==> src/rtl/core/wbs_pkg.sv <==
// ----------------------------------------------------------------------------
// wbs_pkg
// Shared types and codes for the word-break segmenter: beat payloads,
// item kinds and the dictionary control group.
// ----------------------------------------------------------------------------
package wbs_pkg;

    localparam int CHAR_W = 8;

    localparam logic [1:0] KIND_DICT  = 2'd0;
    localparam logic [1:0] KIND_TEXT  = 2'd1;
    localparam logic [1:0] KIND_EOT   = 2'd2;
    localparam logic [1:0] KIND_CLEAR = 2'd3;

    typedef struct packed {
        logic [1:0]        kind;
        logic [CHAR_W-1:0] char_code;
        logic              word_end;
    } in_t;

    typedef struct packed {
        logic segmentable;
        logic words_dropped;
    } out_t;

    typedef struct packed {
        logic load;
        logic last;
        logic clear;
    } dict_ctrl_t;

endpackage

==> src/rtl/core/word_break_segmenter_core.sv <==
// ----------------------------------------------------------------------------
// word_break_segmenter_core
// Streaming word-break check of a text against a loaded dictionary.
// ----------------------------------------------------------------------------
// Dictionary, end-of-text and clear beats are taken straight from idle.
// A text character starts a scan: the scan reads one stored word per cycle
// from the dictionary memory's single read port and checks it against the row
// of window cells, whose reachability bits shift once the last word is checked.
// Input is not taken while a scan runs or while an end-of-text result waits to
// be taken.
// ----------------------------------------------------------------------------
module word_break_segmenter_core #(
    parameter int MAX_WORDS    = 16,
    parameter int MAX_WORD_LEN = 16
) (
    input  logic          clk,
    input  logic          rst_n,
    input  logic          in_valid,
    output logic          in_ready,
    input  wbs_pkg::in_t  in_data,
    output logic          out_valid,
    input  logic          out_ready,
    output wbs_pkg::out_t out_data
);
    import wbs_pkg::*;

    localparam int LENW = $clog2(MAX_WORD_LEN + 1);
    localparam int CW   = $clog2(MAX_WORDS + 1);
    localparam int AW   = (MAX_WORDS > 1) ? $clog2(MAX_WORDS) : 1;
    localparam int L    = MAX_WORD_LEN;

    localparam logic ST_IDLE = 1'b0;
    localparam logic ST_SCAN = 1'b1;

    logic          state_reg;
    logic          state_next;
    logic [CW-1:0] scan_addr_reg;
    logic [CW-1:0] scan_addr_next;
    logic          rd_pend_reg;
    logic          rd_pend_next;
    logic          hit_reg;
    logic          hit_next;
    logic          out_valid_reg;
    logic          out_valid_next;
    out_t          out_data_reg;
    out_t          out_data_next;

    logic          accept;
    logic          text_shift;
    logic          restart;
    logic          issue;
    logic          scan_done;
    logic          hit_final;
    dict_ctrl_t    dict_ctrl;

    logic [L-1:0][CHAR_W-1:0] text_in;
    logic [L-1:0][CHAR_W-1:0] text_q;
    logic [L-1:0][CHAR_W-1:0] dict_in;
    logic [L-1:0][CHAR_W-1:0] dict_q;
    logic [L-1:0][CHAR_W-1:0] cmp_chars;
    logic [L-1:0]             seen_in;
    logic [L-1:0]             seen_q;
    logic [L-1:0]             reach_in;
    logic [L-1:0]             reach_q;
    logic [L:0]               ok_c;
    logic [L:0]               hit_c;
    logic [LENW-1:0]          rd_len;
    logic [CW-1:0]            word_count;
    logic                     dropped;

    assign in_ready   = (state_reg == ST_IDLE) & (~out_valid_reg | out_ready);
    assign accept     = in_valid & in_ready;
    assign text_shift = accept & (in_data.kind == KIND_TEXT);
    assign restart    = accept & (in_data.kind == KIND_EOT);

    assign dict_ctrl.load  = accept & (in_data.kind == KIND_DICT);
    assign dict_ctrl.last  = in_data.word_end;
    assign dict_ctrl.clear = accept & (in_data.kind == KIND_CLEAR);

    assign issue     = (state_reg == ST_SCAN) & (scan_addr_reg < word_count);
    assign hit_final = hit_reg | (rd_pend_reg & ok_c[L] & hit_c[L]);
    assign scan_done = (state_reg == ST_SCAN) & ~issue;

    always_comb
    begin
        state_next     = state_reg;
        scan_addr_next = scan_addr_reg;
        rd_pend_next   = 1'b0;
        hit_next       = hit_reg;
        unique case (state_reg)
            ST_IDLE:
            begin
                if (text_shift)
                begin
                    state_next     = ST_SCAN;
                    scan_addr_next = '0;
                    hit_next       = 1'b0;
                end
            end
            ST_SCAN:
            begin
                rd_pend_next = issue;
                hit_next     = hit_final;
                if (issue)
                begin
                    scan_addr_next = scan_addr_reg + CW'(1);
                end
                else
                begin
                    state_next = ST_IDLE;
                end
            end
            default:
            begin
                state_next = ST_IDLE;
            end
        endcase
    end

    always_comb
    begin
        out_valid_next = out_valid_reg;
        out_data_next  = out_data_reg;
        if (restart)
        begin
            out_valid_next              = 1'b1;
            out_data_next.segmentable   = reach_q[0];
            out_data_next.words_dropped = dropped;
        end
        else if (out_ready)
        begin
            out_valid_next = 1'b0;
        end
    end

    always_ff @(posedge clk or negedge rst_n)
    begin
        if (!rst_n)
        begin
            state_reg     <= ST_IDLE;
            scan_addr_reg <= '0;
            rd_pend_reg   <= 1'b0;
            hit_reg       <= 1'b0;
            out_valid_reg <= 1'b0;
        end
        else
        begin
            state_reg     <= state_next;
            scan_addr_reg <= scan_addr_next;
            rd_pend_reg   <= rd_pend_next;
            hit_reg       <= hit_next;
            out_valid_reg <= out_valid_next;
        end
    end

    always_ff @(posedge clk)
    begin
        out_data_reg <= out_data_next;
    end

    assign out_valid = out_valid_reg;
    assign out_data  = out_data_reg;

    assign ok_c[0]  = 1'b1;
    assign hit_c[0] = 1'b0;

    // newest character enters at cell zero
    always_comb
    begin
        for (int j = 0; j < L; j++)
        begin
            if (j == 0)
            begin
                text_in[j]  = in_data.char_code;
                dict_in[j]  = in_data.char_code;
                seen_in[j]  = 1'b1;
                reach_in[j] = hit_final;
            end
            else
            begin
                text_in[j]  = text_q[j-1];
                dict_in[j]  = dict_q[j-1];
                seen_in[j]  = seen_q[j-1];
                reach_in[j] = reach_q[j-1];
            end
        end
    end

    wbs_dict #(
        .MAX_WORDS    (MAX_WORDS),
        .MAX_WORD_LEN (MAX_WORD_LEN),
        .LENW         (LENW),
        .CW           (CW),
        .AW           (AW)
    ) u_dict (
        .clk        (clk),
        .rst_n      (rst_n),
        .ctrl       (dict_ctrl),
        .wr_chars   (dict_in),
        .rd_en      (issue),
        .rd_addr    (scan_addr_reg[AW-1:0]),
        .rd_len     (rd_len),
        .rd_chars   (cmp_chars),
        .word_count (word_count),
        .dropped    (dropped)
    );

    for (genvar g = 0; g < L; g++)
    begin : g_cell
        wbs_cell #(
            .IDX  (g),
            .LENW (LENW)
        ) u_cell (
            .clk         (clk),
            .rst_n       (rst_n),
            .text_shift  (text_shift),
            .restart     (restart),
            .text_in     (text_in[g]),
            .text_out    (text_q[g]),
            .seen_in     (seen_in[g]),
            .seen_out    (seen_q[g]),
            .dict_shift  (dict_ctrl.load),
            .dict_in     (dict_in[g]),
            .dict_out    (dict_q[g]),
            .reach_shift (scan_done),
            .reach_in    (reach_in[g]),
            .reach_out   (reach_q[g]),
            .cmp_char    (cmp_chars[g]),
            .cmp_len     (rd_len),
            .ok_in       (ok_c[g]),
            .ok_out      (ok_c[g+1]),
            .hit_in      (hit_c[g]),
            .hit_out     (hit_c[g+1])
        );
    end

endmodule

==> src/rtl/core/wbs_cell.sv <==
// ----------------------------------------------------------------------------
// wbs_cell
// One window position: holds a text character, a dictionary staging
// character, a reachability bit and a filled bit, and takes part in the
// match chain against the dictionary row under comparison.
// ----------------------------------------------------------------------------
module wbs_cell #(
    parameter int IDX  = 0,
    parameter int LENW = 5
) (
    input  logic                       clk,
    input  logic                       rst_n,
    input  logic                       text_shift,
    input  logic                       restart,
    input  logic [wbs_pkg::CHAR_W-1:0] text_in,
    output logic [wbs_pkg::CHAR_W-1:0] text_out,
    input  logic                       seen_in,
    output logic                       seen_out,
    input  logic                       dict_shift,
    input  logic [wbs_pkg::CHAR_W-1:0] dict_in,
    output logic [wbs_pkg::CHAR_W-1:0] dict_out,
    input  logic                       reach_shift,
    input  logic                       reach_in,
    output logic                       reach_out,
    input  logic [wbs_pkg::CHAR_W-1:0] cmp_char,
    input  logic [LENW-1:0]            cmp_len,
    input  logic                       ok_in,
    output logic                       ok_out,
    input  logic                       hit_in,
    output logic                       hit_out
);
    import wbs_pkg::*;

    localparam logic REACH_INIT = (IDX == 0);

    logic [CHAR_W-1:0] text_reg;
    logic [CHAR_W-1:0] dict_reg;
    logic              reach_reg;
    logic              seen_reg;
    logic              active;
    logic              tail;

    always_ff @(posedge clk or negedge rst_n)
    begin
        if (!rst_n)
        begin
            reach_reg <= REACH_INIT;
            seen_reg  <= 1'b0;
        end
        else
        begin
            if (restart)
            begin
                reach_reg <= REACH_INIT;
                seen_reg  <= 1'b0;
            end
            else
            begin
                if (reach_shift)
                begin
                    reach_reg <= reach_in;
                end
                if (text_shift)
                begin
                    seen_reg <= seen_in;
                end
            end
        end
    end

    always_ff @(posedge clk)
    begin
        if (text_shift)
        begin
            text_reg <= text_in;
        end
        if (dict_shift)
        begin
            dict_reg <= dict_in;
        end
    end

    // position inside the word, and the position holding its first char
    assign active = LENW'(IDX) < cmp_len;
    assign tail   = cmp_len == LENW'(IDX + 1);

    assign ok_out    = ok_in & (~active | (cmp_char == text_reg));
    assign hit_out   = hit_in | (tail & reach_reg & seen_reg);
    assign text_out  = text_reg;
    assign dict_out  = dict_reg;
    assign seen_out  = seen_reg;
    assign reach_out = reach_reg;

endmodule

==> src/rtl/core/wbs_dict.sv <==
// ----------------------------------------------------------------------------
// wbs_dict
// Dictionary store: word loader with fill and word counters, the dropped
// flag, and a row memory holding each word's length and its characters
// newest-first, read one row per cycle.
// ----------------------------------------------------------------------------
module wbs_dict #(
    parameter int MAX_WORDS    = 16,
    parameter int MAX_WORD_LEN = 16,
    parameter int LENW         = 5,
    parameter int CW           = 5,
    parameter int AW           = 4
) (
    input  logic                                 clk,
    input  logic                                 rst_n,
    input  wbs_pkg::dict_ctrl_t                  ctrl,
    input  logic [MAX_WORD_LEN*wbs_pkg::CHAR_W-1:0] wr_chars,
    input  logic                                 rd_en,
    input  logic [AW-1:0]                        rd_addr,
    output logic [LENW-1:0]                      rd_len,
    output logic [MAX_WORD_LEN*wbs_pkg::CHAR_W-1:0] rd_chars,
    output logic [CW-1:0]                        word_count,
    output logic                                 dropped
);
    import wbs_pkg::*;

    localparam int FW   = $clog2(MAX_WORD_LEN + 2);
    localparam int ROWW = LENW + MAX_WORD_LEN * CHAR_W;

    logic [ROWW-1:0] mem [MAX_WORDS];
    logic [ROWW-1:0] rd_data_reg;

    logic [CW-1:0] count_reg;
    logic [CW-1:0] count_next;
    logic [FW-1:0] fill_reg;
    logic [FW-1:0] fill_next;
    logic          dropped_reg;
    logic          dropped_next;
    logic [FW-1:0] fill_inc;
    logic          reject;
    logic          wr_en;

    assign fill_inc = (fill_reg <= FW'(MAX_WORD_LEN)) ? fill_reg + FW'(1) : fill_reg;
    assign reject   = (fill_inc > FW'(MAX_WORD_LEN)) || (count_reg >= CW'(MAX_WORDS));
    assign wr_en    = ctrl.load & ctrl.last & ~reject;

    always_comb
    begin
        count_next   = count_reg;
        fill_next    = fill_reg;
        dropped_next = dropped_reg;
        priority if (ctrl.clear)
        begin
            count_next   = '0;
            fill_next    = '0;
            dropped_next = 1'b0;
        end
        else if (ctrl.load)
        begin
            if (ctrl.last)
            begin
                fill_next = '0;
                if (reject)
                begin
                    dropped_next = 1'b1;
                end
                else
                begin
                    count_next = count_reg + CW'(1);
                end
            end
            else
            begin
                fill_next = fill_inc;
            end
        end
    end

    always_ff @(posedge clk or negedge rst_n)
    begin
        if (!rst_n)
        begin
            count_reg   <= '0;
            fill_reg    <= '0;
            dropped_reg <= 1'b0;
        end
        else
        begin
            count_reg   <= count_next;
            fill_reg    <= fill_next;
            dropped_reg <= dropped_next;
        end
    end

    always_ff @(posedge clk)
    begin
        if (wr_en)
        begin
            mem[count_reg[AW-1:0]] <= {fill_inc[LENW-1:0], wr_chars};
        end
        if (rd_en)
        begin
            rd_data_reg <= mem[rd_addr];
        end
    end

    assign rd_len     = rd_data_reg[ROWW-1 -: LENW];
    assign rd_chars   = rd_data_reg[MAX_WORD_LEN*CHAR_W-1:0];
    assign word_count = count_reg;
    assign dropped    = dropped_reg;

endmodule

==> config.mk <==
export PLATFORM = sky130hd
export DESIGN_NAME = word_break_segmenter_core
export DESIGN_NICKNAME = d
export VERILOG_FILES = /design/src/rtl/core/wbs_pkg.sv /design/src/rtl/core/word_break_segmenter_core.sv /design/src/rtl/core/wbs_cell.sv /design/src/rtl/core/wbs_dict.sv
export SDC_FILE = /design/constraint.sdc
export NUM_CORES = 2
export LEC_CHECK = 0
export BUFFER_PORTS_ARGS = -buffer_cell sky130_fd_sc_hd__buf_2
export CAP_MARGIN = 20
export CORE_UTILIZATION = 45
export DETAILED_ROUTE_END_ITERATION = 10
export PLACE_DENSITY = 0.56
export SYNTH_ARGS = -nofsm -noshare
export SYNTH_HDL_FRONTEND = slang
export SYNTH_HIERARCHICAL = 1
export SYNTH_SLANG_ARGS = --single-unit
==> constraint.sdc <==
create_clock -name clk -period 68.1 [get_ports clk]
set_input_delay 10.215 -clock clk [delete_from_list [all_inputs] [get_ports clk]]
set_output_delay 10.215 -clock clk [all_outputs]
set_load 0.1 [all_outputs]
==> flow_summary.toml <==
[drt]
detail_route.vias_per_cell = 5.80
vias = 42300
first_pass_iters = 8
drc = 6
drt-initial-drc-count = 3962
wl_per_cell_um = 29.1
ant_nets = 0
drt_wl_total_um = 212000

[cts]
hold_buffers = 0
htreeDepth = 5
ctsRootBufferMaster = "clkbuf_16"
post_cts_resize_count = 0
cts_buffers = 284
clk_latency_ps = 920
cts.clk_slew.worst_paths_ps = 60
cts_tree = "built"
cts_buffer_depth = 4
cts_setup_buffers = 0
cts.sinks = 2563

[cells_and_area]
layout_common_cells = "2511 x edfxtp_1, 604 x mux4_2, 293 x clkbuf_16"
nets = 4307
largest_register_ffs = 2128
layout.cells.most_common = "edfxtp_1"
syn2layout_area_growth_pct = 13.0
drive_above_1_share_pct = 25.4
post_layout_nonfiller_instances = 7294

[die]
die_h_um = 464
core-area_um2 = 212000
pin_count = 19
rows = 169
dieArea_um2 = 216000
start_util_pct = 45.3
die_x_um = 464

[power]
p_leak_nw = 32.9
power_density_nw_per_um2 = 31.3
power.total_w = 0.00340
vdd_drop_max_mv = 0.0285

[setup_path]
timing_worst_setup_path_type = "input pin to output pin"
r2r-start = "scan_addr_reg[0]"
cp_data_required_time_ps = 57890
reg2reg_slack_ps = 62800
start_kind = "input pin"
crit_start = "out_ready"
worst-path-max-fanout = 3
critical_path_buf_inv_count = 2
critPathMostFrequentCell = "buf_2"
path_cells = "buf_2 > nor2b_4 > nor2_1 > buf_2"
critPathTopFamily = "buffers and inverters"
critPathCaptureType = "output pin"
slowest_delay_ps = 430
r2r-end = "u_dict/rd_data_reg[71]"
ff2ff_path_depth = 8
arrival_ps = 10870
cpMaxStageDelayCell = "buf_2"

[placement]
gp_congestion = 0.719
dp.final_hpwl_um = 103000
port_buffers = 18
placed_cells = 6815

[sta]
fin_tns_setup_ps = 0
clock.fmax_mhz = 47.4
setup_viol = 0
finalCritPeriodShare_pct = 31.0
tightestPinTransition_ps = 1040
skew_ps = 45.9
slew_headroom_pct = 30.4
drv_slew = 0
rsz0062_at_grt = "no"
final_hold_viol_count = 0
period_needed_ps = 21080

[global_route]
grt_pass1_wl_um = 312000
grt_max_degree = 129
grt-ovfl-total = 0
grtUsageTotal_pct = 19.9
grt_pass1_vias = 44000
antenna_found_initial = 5

[yosys]
ys_warn_count = 6
syn_inst = 4058
syn-cell-area_um2 = 96200
avgSynthCellArea_um2 = 23.7

[flow_run]
cap_violations = 0

[hold_path]
worstHoldPathCells = 0
hold_end = "g_cell[1].u_cell/text_out[4]"
hp-class = "flop to flop"
hp-start = "g_cell[0].u_cell/text_out[4]"

[run_status]
violations = "design-rule violations"
status = "finished with violations"
-- layer usage --
| layer | up-vias | GRT usage (%) | routed length, µm |
|---|---|---|---|
| met1 | 23200 | 28.9 | 94400 |
| met3 | 289 | 2.86 | 10300 |
| met4 | 0 | 4.55 | 3510 |
| met2 | 1086 | 32.1 | 104000 |
| li1 | 17700 | - | - |
| met5 | - | 0 | 0 |
-- power breakdown --
group | total [W] | switching, W | internal (W)
clock network | 0.00144 | 0.000587 | 0.000851
logic | 0.000196 | 0.0000956 | 0.000100
registers | 0.00177 | 0.0000208 | 0.00174
total | 0.00340 | 0.000703 | 0.00270
-- stage by stage --
step                worst slack (ps)  instance area (µm²)  util [%]  hold WS, ps
floorplan                      32870                96200         -          448
finish                         47020               109000      51.2          451
global placement               46990               100000      47.2          450
detailed placement             47010               100000      47.2          456
CTS                            47010               109000      51.2          453
global route                   47000               109000      51.2          462
-- layout make-up --
| cell class | instances | area, µm² |
|---|---|---|
| fillers | 16500 | 104000 |
| flip-flops and latches | 2563 | 76700 |
| multi-input cells | 1301 | 18800 |
| clock buffers | 349 | 7550 |
| well taps | 2821 | 3530 |
| clock inverters | 126 | 1060 |
| repair buffers | 112 | 995 |
| inverters | 19 | 71.3 |
| diodes | 3 | 7.51 |
-- worst max path at each step --
| stage | end | cells after the start |
|---|---|---|
| 2_1_floorplan | u_dict/mem[12][0] | 6 |
| 3_5_place_dp | in_ready | 4 |
| 4_1_cts | in_ready | 4 |
| 3_3_place_gp | in_ready | 4 |
| 6_report | in_ready | 4 |
| 5_1_grt | in_ready | 4 |
(Power assumes the default switching activity.)
